`src/hw/rtl/mime_header_line_unfolder_defines.svh`:
```
// Assertion macros for the header line unfolder.
`ifndef MIME_HEADER_LINE_UNFOLDER_DEFINES_SVH
`define MIME_HEADER_LINE_UNFOLDER_DEFINES_SVH

`ifndef SYNTH
`define MHU_ASSERT(lbl, clk, rst_n, prop, msg) \
  lbl: assert property (@(posedge clk) disable iff (!rst_n) prop) else $error(msg);
`define MHU_ASSERT_NR(lbl, clk, prop, msg) \
  lbl: assert property (@(posedge clk) prop) else $error(msg);
`else
`define MHU_ASSERT(lbl, clk, rst_n, prop, msg)
`define MHU_ASSERT_NR(lbl, clk, prop, msg)
`endif

`endif

```
`src/hw/rtl/mhu_pkg.sv`:
```
// Types and constants of the header line unfolder.
package mhu_pkg;

  localparam logic [7:0] CH_CR  = 8'h0D;
  localparam logic [7:0] CH_LF  = 8'h0A;
  localparam logic [7:0] CH_SP  = 8'h20;
  localparam logic [7:0] CH_TAB = 8'h09;

  localparam logic OP_BYTE    = 1'b0;
  localparam logic OP_RESTART = 1'b1;

  localparam logic [1:0] KIND_BYTE     = 2'd0;
  localparam logic [1:0] KIND_COMPLETE = 2'd1;
  localparam logic [1:0] KIND_END      = 2'd2;
  localparam logic [1:0] KIND_REFUSED  = 2'd3;

  localparam int FIFO_DEPTH = 4;
  localparam int FIFO_AW    = $clog2(FIFO_DEPTH);

  typedef enum logic [2:0] {
    MODE_PARSING = 3'd0,
    MODE_GOTCR   = 3'd1,
    MODE_UNSURE  = 3'd2,
    MODE_SKIP    = 3'd3,
    MODE_DONE    = 3'd4
  } parse_mode_t;

  typedef struct packed {
    logic       operation;
    logic [7:0] byte_value;
  } in_item_t;

  typedef struct packed {
    logic [1:0] kind;
    logic [7:0] line_byte;
    logic       consumed;
    logic       last;
  } out_item_t;

endpackage

```
`src/hw/rtl/mime_header_line_unfolder.sv`:
```
// Header line unfolder: byte state machine with a four-entry result queue.
// Results are written into the result queue when their input item is accepted; out_ shows the queue head.
// Throughput: one item per cycle; in_stall rises while more than two results
// wait in the result queue, so two-result items briefly hold off the input.
// Reset (rst_n low, synchronous): parsing an empty line, result queue empty.
`include "mime_header_line_unfolder_defines.svh"
module mime_header_line_unfolder (
  input  logic               clk,
  input  logic               rst_n,
  input  logic               in_valid,
  output logic               in_stall,
  input  mhu_pkg::in_item_t  in_item,
  output logic               out_valid,
  input  logic               out_stall,
  output mhu_pkg::out_item_t out_item
);
  import mhu_pkg::*;

  parse_mode_t mode_r, mode_nxt;
  logic        lhb_r, lhb_nxt;

  out_item_t         fifo_mem [FIFO_DEPTH];
  logic [FIFO_AW-1:0] wr_ptr_r, rd_ptr_r;
  logic [FIFO_AW:0]   count_r, count_nxt;

  logic       accept, pop;
  logic [7:0] ch;
  logic       lhb_in, do_in;
  logic [1:0] n;
  out_item_t  res [2];

  assign accept    = in_valid && !in_stall;
  assign pop       = out_valid && !out_stall;
  assign in_stall  = count_r > (FIFO_AW+1)'(FIFO_DEPTH - 2);
  assign out_valid = count_r != '0;
  assign out_item  = fifo_mem[rd_ptr_r];

  // tab counts as space
  assign ch = (in_item.byte_value == CH_TAB) ? CH_SP : in_item.byte_value;

  always_comb begin
    mode_nxt = mode_r;
    lhb_nxt  = lhb_r;
    lhb_in   = lhb_r;
    do_in    = 1'b0;
    n        = 2'd0;
    res[0]   = '0;
    res[1]   = '0;
    if (in_item.operation == OP_RESTART) begin
      mode_nxt = MODE_PARSING;
      lhb_nxt  = 1'b0;
    end else begin
      case (mode_r)
        MODE_GOTCR: begin
          if (ch == CH_LF) begin
            if (!lhb_r) begin
              mode_nxt = MODE_DONE;
              res[0]   = '{kind: KIND_END, line_byte: 8'h00, consumed: 1'b1, last: 1'b0};
              n        = 2'd1;
            end else begin
              mode_nxt = MODE_UNSURE;
            end
          end else if (!lhb_r) begin
            // byte belongs to the body
            mode_nxt = MODE_DONE;
            res[0]   = '{kind: KIND_END, line_byte: 8'h00, consumed: 1'b0, last: 1'b0};
            n        = 2'd1;
          end else if (ch == CH_SP) begin
            mode_nxt = MODE_SKIP;
          end else begin
            res[0]  = '{kind: KIND_COMPLETE, line_byte: 8'h00, consumed: 1'b1, last: 1'b0};
            n       = 2'd1;
            lhb_nxt = 1'b0;
            lhb_in  = 1'b0;
            do_in   = 1'b1;
          end
        end
        MODE_UNSURE: begin
          if (ch == CH_SP) begin
            mode_nxt = MODE_SKIP;
          end else begin
            res[0]  = '{kind: KIND_COMPLETE, line_byte: 8'h00, consumed: 1'b1, last: 1'b0};
            n       = 2'd1;
            lhb_nxt = 1'b0;
            lhb_in  = 1'b0;
            do_in   = 1'b1;
          end
        end
        MODE_SKIP: begin
          do_in = (ch != CH_SP);
        end
        MODE_DONE: begin
          res[0] = '{kind: KIND_REFUSED, line_byte: 8'h00, consumed: 1'b0, last: 1'b0};
          n      = 2'd1;
        end
        default: begin
          do_in = 1'b1;
        end
      endcase

      // handle the byte as part of a line
      if (do_in) begin
        mode_nxt = MODE_PARSING;
        if (ch == CH_CR) begin
          mode_nxt = MODE_GOTCR;
        end else if (ch == CH_LF) begin
          if (!lhb_in) begin
            mode_nxt = MODE_DONE;
            res[n[0]] = '{kind: KIND_END, line_byte: 8'h00, consumed: 1'b1, last: 1'b0};
            n = n + 2'd1;
          end else begin
            mode_nxt = MODE_UNSURE;
          end
        end else begin
          lhb_nxt = 1'b1;
          res[n[0]] = '{kind: KIND_BYTE, line_byte: ch, consumed: 1'b1, last: 1'b0};
          n = n + 2'd1;
        end
      end
    end

    // mark the final result of this item
    if (n == 2'd2) begin
      res[1].last = 1'b1;
    end else if (n == 2'd1) begin
      res[0].last = 1'b1;
    end
  end

  always_comb begin
    count_nxt = count_r;
    if (accept) begin
      count_nxt = count_nxt + (FIFO_AW+1)'(n);
    end
    if (pop) begin
      count_nxt = count_nxt - (FIFO_AW+1)'(1);
    end
  end

  always_ff @(posedge clk) begin
    if (!rst_n) begin
      mode_r   <= MODE_PARSING;
      lhb_r    <= 1'b0;
      wr_ptr_r <= '0;
      rd_ptr_r <= '0;
      count_r  <= '0;
    end else begin
      if (accept) begin
        mode_r   <= mode_nxt;
        lhb_r    <= lhb_nxt;
        wr_ptr_r <= wr_ptr_r + FIFO_AW'(n);
      end
      if (pop) begin
        rd_ptr_r <= rd_ptr_r + FIFO_AW'(1);
      end
      count_r <= count_nxt;
    end
  end

  always_ff @(posedge clk) begin
    if (accept && n != 2'd0) begin
      fifo_mem[wr_ptr_r] <= res[0];
    end
    if (accept && n == 2'd2) begin
      fifo_mem[wr_ptr_r + FIFO_AW'(1)] <= res[1];
    end
  end

  `MHU_ASSERT(a_count_bound, clk, rst_n, count_r <= (FIFO_AW+1)'(FIFO_DEPTH), "result queue overflow")
  `MHU_ASSERT(a_done_holds, clk, rst_n, (accept && in_item.operation == OP_BYTE && mode_r == MODE_DONE) |=> (mode_r == MODE_DONE), "left done mode without restart")
  `MHU_ASSERT(a_wait_nonempty, clk, rst_n, (mode_r == MODE_UNSURE || mode_r == MODE_SKIP) |-> lhb_r, "pending line end on an empty line")
  `MHU_ASSERT(a_pair_order, clk, rst_n, (accept && n == 2'd2) |-> (res[0].kind == KIND_COMPLETE && res[1].last), "two results not led by line complete")
  `MHU_ASSERT(a_queue_flag, clk, rst_n, (accept && n != 2'd0 && !pop) |=> out_valid, "queued result not shown")

endmodule
```
`config.mk`:
```
export PLATFORM = sky130hd
export DESIGN_NAME = mime_header_line_unfolder
export DESIGN_NICKNAME = d
export VERILOG_FILES = /design/src/hw/rtl/mhu_pkg.sv /design/src/hw/rtl/mime_header_line_unfolder.sv
export VERILOG_INCLUDE_DIRS = /design/src /design/src/hw/rtl
export SDC_FILE = /design/constraint.sdc
export NUM_CORES = 1
export LEC_CHECK = 0
export ABC_AREA = 1
export BUFFER_PORTS_ARGS = -buffer_cell sky130_fd_sc_hd__buf_2
export CORE_AREA = 8 8 128 130
export DETAILED_ROUTE_END_ITERATION = 12
export DIE_AREA = 0 0 136 138
export PLACE_DENSITY = 0.44
export REMOVE_ABC_BUFFERS = 1
export SLEW_MARGIN = 40
export SYNTH_ARGS = -nofsm -noshare
export SYNTH_HDL_FRONTEND = slang
export SYNTH_SLANG_ARGS = --single-unit
```
`constraint.sdc`:
```
create_clock -name clk -period 3.18 [get_ports clk]
set_input_delay 0.636 -clock clk [delete_from_list [all_inputs] [get_ports clk]]
set_output_delay 0.636 -clock clk [all_outputs]
set_load 0.005 [all_outputs]
```
==> flow_metrics.py, run 1 <==
metrics = {
    "yosys": {
        "syn_area_mm2": 0.003488,
        "ys_types": 32,
        "synth_edf_count": 48,
        "synth-seq-area-share_pct": 48.78,
        "async_reset_ff_share_pct": 0,
        "avgSynthCellArea_um2": 8.112,
        "yosys_warnings": 0,
        "synthCells": 430,
        "synthTopCellsByArea": "edfxtp_1 41%, nand2_1 11%, nand3_1 8.3%, dfxtp_1 7.5%, o21ai_0 5.2%",
        "synth_top_area_cell": "edfxtp_1",
        "synth_top_area_share_pct": 41.32,
        "ys_ff_latch": 61,
        "ys.flop_type": "edfxtp_1",
    },
    "floorplanning": {
        "row_count": 44,
        "coreArea_mm2": 0.01431,
        "start_util_pct": 24.37,
        "fp.dieW_um": 136,
        "chipHeight_um": 138,
        "dieArea_mm2": 0.01877,
        "io_pins": 27,
    },
    "clock_network": {
        "clkLatencyLatePin_ps": 330,
        "cts_buffer_depth": 2,
        "cts_tree": "yes",
        "numClockSinks": 61,
        "htreeDepth": 3,
        "cts-buffers-inserted": 9,
        "cts_root_buf": "clkbuf_16",
        "clkSlewWorstSetupHoldPaths_ps": 50,
    },
    "timing": {
        "finalCriticalPeriod_ps": 3117,
        "fmax_mhz": 320.9,
        "fin_tns_setup_ps": 0,
        "setup_viol": 0,
        "finalCritPeriodShare_pct": 98.01,
        "final-hold-violation-count": 0,
        "max_slew.worst_pin.slew_ps": 719.1,
        "slew_violations": 0,
        "grt_setup_unrepaired": "true",
        "timing.slew.headroom_pct": 51.76,
        "finalClockSkew_ps": 5.849,
    },
    "routing": {
        "drtPass1Iterations": 4,
        "drt_iter0_drc": 156,
        "wl_per_cell_um": 14.96,
        "drt-total-wl_mm": 10.50,
        "avgViaCountPerCell": 4.597,
        "vias": 3227,
        "drc": 0,
        "drtAntennaViolNets": 0,
    },
    "global_route": {
        "grt_max_degree": 41,
        "overflow": 0,
        "track_usage_pct": 11.67,
        "grt_pass1_wl_mm": 17.25,
        "antenna_found_initial": 0,
        "grt_pass1_vias": 3222,
    },
    "setup_path": {
        "worstSetupStartpointType": "input port",
        "crit_path_max_fanout": 4,
        "end_kind": "flip-flop",
        "crit_required_ps": 3440,
        "critical_path_class": "input port to flip-flop",
        "crit_arrival_ps": 3380,
    },
    "worst_hold_path": {
        "hp-class": "flip-flop to flip-flop",
    },
    "layout": {
        "syn_to_final_growth_pct": 33.75,
        "utilization_pct": 32.60,
        "drive_gt1_share_pct": 27.61,
        "diodes": 0,
        "nNetsFinal": 531,
    },
    "pwr": {
        "clockPowerShare_pct": 36.7,
        "total_leakage_power_uw": 0.001996,
        "power.switching_uw": 824.8,
        "power_frac_seq_pct": 36.4,
        "ir_drop_uv": 293.2,
        "pwr-share-comb_pct": 26.9,
        "power_density_mw_per_mm2": 564.3,
        "switching_share_pct": 31.33,
        "internal_power_uw": 1808,
    },
    "outcome": {
        "run_status": "complete, no violations",
    },
    "placed_design": {
        "hpwl_mm": 6.981,
        "io_buffers": 26,
        "globalplace.congestion": 0.8306,
    },
    "job": {
        "maxCapViolations": 0,
    },
}
[metrics by stage]
| stage | worst slack [ps] | total power [uW] | area, um^2 | hold WS (ps) | cells |
|---|---|---|---|---|---|
| 2_1_floorplan | -249.9 | 1314 | 3402 | 444.3 | 415 |
| 3_3_place_gp | -400.3 | 1622 | 4193 | 460.3 | 674 |
| 3_5_place_dp | -470.7 | 1630 | 4193 | 460.3 | 674 |
| 4_1_cts | 14.74 | 2649 | 4589 | 468.7 | 698 |
| 5_1_grt | -115.0 | 2776 | 4666 | 495.6 | 702 |
| 6_report | 63.32 | 2633 | 4666 | 468.3 | 702 |
[worst paths after layout]
check | start | endpoint | slack (ps) | depth (start not counted)
min | mode_r[1] | mode_r[1] | 470 | 2
max reg2reg | mode_r[1] | count_r[1] | 290 | 21
min reg2reg | mode_r[1] | mode_r[1] | 470 | 2
max | in_item[7] | count_r[1] | 60 | 24
[Yosys cell counts, types with 6 or more instances]
master and number:
a21oi_1 18, inv_2 6, clkbuf_1 7, nor3_1 8, o21ai_0 36, edfxtp_1 48, dfxtp_1 13, nand2_1 105
o22ai_1 12, nand3_1 58, nor2_1 48, inv_1 31
[state kept, by name (all words and copies together), names as in the netlist, named ones only]
signal,cells
wr_ptr_r,2
rd_ptr_r,2
fifo_mem,48
lhb_r,1
count_r,3
mode_r,3
[cells by family after synthesis]
| kind of cell | share of synthesized area, % |
|---|---|
| and+or+nand+nor | 31.06 |
| buffers and inverters | 6.636 |
| AOI/OAI and AO/OA | 11.51 |
| DFF | 48.78 |
| adders and majority gates | 2.009 |
[cells in the final DEF (no fill, tap or decap), types with 9 or more instances in the layout]
master	synthesis	layout
dfxtp_1	13	13
buf_2	0	23
o21ai_0	36	35
clkbuf_16	0	9
nand3_1	58	57
inv_1	31	25
buf_4	0	56
nor2_1	48	47
nand2_1	105	101
o22ai_1	12	12
edfxtp_1	48	48
a21oi_1	18	18
[layer usage]
metal,wire [um],GRT usage [%]
met5,0,0
met4,192,3.991
met3,593,2.862
met2,5001,19.15
met1,4717,14.50
[repair_timing]
item / in CTS / in global routing
endpoints found under the setup margin: 2 / 2
hold buffers: 0 / 0
gates resized for setup: 17 / 12
setup buffers: 8 / 4
pin swaps: 13 / 14
[power groups by stage]
stage | clock network [uW] | registers [uW] | logic (uW)
finish | 967 | 958 | 707
global route | 1010 | 966 | 799
CTS | 983 | 957 | 709
detailed placement | 0 | 972 | 658
global placement | 0 | 971 | 651
floorplan | 0 | 983 | 330
[worst max-delay path, stage by stage]
cell     delay [ps]
buf_8           100
inv_4            50
nand2_4          60
nor2_4          140
nand2_2          90
o21ai_2          80
nand3_2         130
nand3_2          90
and2_4          160
inv_4            40
ha_4            250
nand2_2          50
o21ai_2          60
nand2_1          80
o21ai_2          70
ha_2            190
inv_2            30
fa_1            420
nand2_1          80
o21ai_2          60
ha_1            290
nand2_1          60
nand2_1          50
a21oi_1         110
[final cells by class]
cell class | count | area, um^2
inverters | 38 | 155.1
flip-flops and latches | 61 | 1702
repair buffers | 87 | 673.1
clock buffers | 9 | 225.2
well taps | 184 | 230.2
clock inverters | 7 | 66.31
fillers | 1522 | 9648
multi-input cells | 316 | 1614
Note: power is estimated with default switching activity, not from simulation.
==> run 2: changes to the inputs <==
--- a/config.mk
+++ b/config.mk
@@ -9,8 +9,10 @@
 export ABC_AREA = 1
 export BUFFER_PORTS_ARGS = -buffer_cell sky130_fd_sc_hd__buf_2
+export CELL_PAD_IN_SITES_DETAIL_PLACEMENT = 1
+export CELL_PAD_IN_SITES_GLOBAL_PLACEMENT = 1
 export CORE_AREA = 8 8 128 130
 export DETAILED_ROUTE_END_ITERATION = 12
 export DIE_AREA = 0 0 136 138
-export PLACE_DENSITY = 0.44
+export PLACE_DENSITY = 0.53
 export REMOVE_ABC_BUFFERS = 1
 export SLEW_MARGIN = 40
==> constraint.sdc (replaced) <==
create_clock -name clk -period 3.18 [get_ports clk]
set_input_delay 0.318 -clock clk [delete_from_list [all_inputs] [get_ports clk]]
set_output_delay 0.318 -clock clk [all_outputs]
set_load 0.005 [all_outputs]
==> flow_metrics.py, run 2 (synthesized netlist as in run 1, its figures left out) <==
metrics = {
    "pwr": {
        "clockPowerShare_pct": 38.5,
        "pwr-share-comb_pct": 24.8,
        "switching_share_pct": 29.70,
        "power_density_mw_per_mm2": 575.4,
        "ir_drop_uv": 252.1,
        "total_leakage_power_uw": 0.001929,
        "power.switching_uw": 774.5,
        "power_frac_seq_pct": 36.7,
        "internal_power_uw": 1834,
    },
    "routing": {
        "drt_iter0_drc": 146,
        "drtPass1Iterations": 4,
        "wl_per_cell_um": 15.42,
        "drtAntennaViolNets": 0,
        "vias": 3180,
        "avgViaCountPerCell": 4.609,
        "drt-total-wl_mm": 10.64,
        "drc": 0,
    },
    "setup_path": {
        "r2r-end": "count_r[1]",
        "path_delay_family": "adder cells",
        "crit_path_max_fanout": 4,
        "regToRegSetupSlack_ps": 300,
        "worst-path-buf-inv": 5,
        "end_kind": "flip-flop",
        "critical_path_class": "input port to flip-flop",
        "cpMaxStageDelayCell": "fa_1",
        "reg2regPathDepth": 21,
        "worstSetupStartpointType": "input port",
        "crit_arrival_ps": 3160,
        "path_cells": "buf_2 -> inv_2 -> nand2_1 -> nor2_4 -> inv_1 -> nor2_4 -> nand3_1 -> nand3_2 -> and2_4 -> inv_1 -> ha_1 -> nand2_1 -> o21ai_2 -> nand2_1 -> o21ai_2 -> ha_2 -> inv_1 -> fa_1 -> nand2_1 -> o21ai_2 -> ha_1 -> nand2_1 -> nand2_1 -> a21oi_1",
        "r2r_start": "mode_r[0]",
        "crit_top_cell": "nand2_1",
        "path_depth": 24,
        "critPathMaxStageDelay_ps": 430,
        "crit_required_ps": 3440,
    },
    "placed_design": {
        "io_buffers": 26,
        "dp.cells": 674,
        "globalplace.congestion": 0.8010,
        "hpwl_mm": 7.935,
    },
    "clock_network": {
        "ctsHoldBuffers": 0,
        "clkLatencyLatePin_ps": 330,
        "cts-buffers-inserted": 9,
        "clkSlewWorstSetupHoldPaths_ps": 50,
        "htreeDepth": 3,
        "cts_buffer_depth": 2,
        "cts_root_buf": "clkbuf_16",
        "numClockSinks": 61,
        "cts_tree": "yes",
    },
    "floorplanning": {
        "row_count": 44,
        "coreArea_mm2": 0.01431,
        "dieArea_mm2": 0.01877,
        "fp.dieW_um": 136,
        "io_pins": 27,
        "chipHeight_um": 138,
        "start_util_pct": 24.37,
    },
    "global_route": {
        "grt_use_met1_pct": 14.73,
        "top_usage_layer": "met2",
        "overflow": 0,
        "use_met3_pct": 2.899,
        "grt_max_degree": 41,
        "track_usage_pct": 12.10,
        "use_met2_pct": 20.29,
        "grt_pass1_wl_mm": 17.89,
        "antenna_found_initial": 0,
        "grt_pass1_vias": 3352,
    },
    "layout": {
        "regArea_mm2": 0.001702,
        "instances_no_fill": 690,
        "reg_top3": "fifo_mem x48, count_r x3, mode_r x3",
        "nFillCells": 1727,
        "syn_to_final_growth_pct": 29.95,
        "nNetsFinal": 520,
        "multi_input_area_mm2": 0.001609,
        "diodes": 0,
        "largest_register_ff_count": 48,
        "final_cell_mix": "102 x nand2_1, 57 x nand3_1, 48 x edfxtp_1, 47 x buf_4, 45 x nor2_1",
        "final_common_cell": "nand2_1",
        "regMostFlops": "fifo_mem",
        "drive_gt1_share_pct": 24.70,
    },
    "timing": {
        "finalClockSkew_ps": 8.398,
        "timing.slew.headroom_pct": 49.74,
        "max_slew.worst_pin.slew_ps": 753.0,
        "fmax_mhz": 344.1,
        "fin_hold_ws_ps": 290.1,
        "slew_violations": 0,
        "final-hold-violation-count": 0,
        "setup_viol": 0,
        "finalCriticalPeriod_ps": 2906,
        "finalCritPeriodShare_pct": 91.40,
    },
    "outcome": {
        "run_status": "complete, no violations",
    },
    "worst_hold_path": {
        "holdPathStages": 3,
        "hp-class": "input port to flip-flop",
        "min-delay-start": "rst_n",
        "hold_end": "count_r[2]",
    },
    "job": {
        "maxCapViolations": 0,
    },
}
-- run 2: changes by cell type in the layout (fill, tap and decap cells not counted), moves of 2 or more --
cell,before,now
clkinv_4,2,0
inv_1,25,30
nor2_2,0,3
buf_2,23,26
clkinv_2,3,0
inv_4,5,1
buf_6,2,0
buf_4,56,47
nor2_1,47,45
buf_12,5,3
-- run 2: worst max path at each step --
stage | start | endpoint | slack (ps)
after floorplan | in_item[6] | count_r[1] | 70
after global placement | in_item[6] | count_r[1] | -80
after detailed placement | in_item[6] | count_r[1] | -210
after CTS | mode_r[0] | count_r[1] | 80
after global routing | in_item[4] | count_r[1] | -7
final | in_item[4] | count_r[1] | 270
-- run 2: worst register-to-register path: stages (launching register included) --
cell,delay (ps)
dfxtp_1,320
inv_1,60
nor2_2,150
nand2_2,100
nand2_1,110
nand3_2,80
and2_4,140
inv_1,60
ha_1,220
nand2_1,80
o21ai_2,60
nand2_1,70
o21ai_2,60
ha_2,170
inv_1,60
fa_1,400
nand2_1,90
o21ai_2,60
ha_1,290
nand2_1,70
nand2_1,50
a21oi_1,100
-- run 2: stage by stage --
stage	area [um^2]	util (%)	setup WS (ps)	power, uW	setup TNS, ps
2_1_floorplan	3402	-	68.09	1314	0
3_3_place_gp	4168	29.12	-83.27	1615	-118.0
3_5_place_dp	4168	29.12	-211.7	1629	-379.9
4_1_cts	4472	31.24	84.41	2645	0
5_1_grt	4533	31.67	-6.879	2768	-6.879
6_report	4533	31.67	273.6	2608	0
-- run 2: final cells by class --
| cell class | instances | share of cell area, % |
|---|---|---|
| clock inverters | 6 | 1.739 |
| flip-flops and latches | 61 | 37.54 |
| clock buffers | 9 | 4.968 |
| repair buffers | 76 | 11.98 |
| multi-input cells | 316 | 35.50 |
| well taps | 184 | 5.079 |
| inverters | 38 | 3.202 |
-- run 2: repair_timing --
action	CTS	global route
gates resized for setup	0	16
buffers inserted	0	1
endpoints found under the hold margin	0	0
setup endpoints to repair	0	2
-- run 2: routing by layer --
layer	wire length, um	vias to the layer above
li1	-	1615
met1	4898	1522
met2	5290	33
met3	315	10
met4	135	0
met5	0	-
-- run 2: power groups by stage --
stage	clock network [uW]	logic (uW)	registers (uW)
floorplan	0	330	983
global placement	0	645	970
detailed placement	0	658	972
CTS	1030	660	956
global route	1060	741	964
finish	1010	646	957
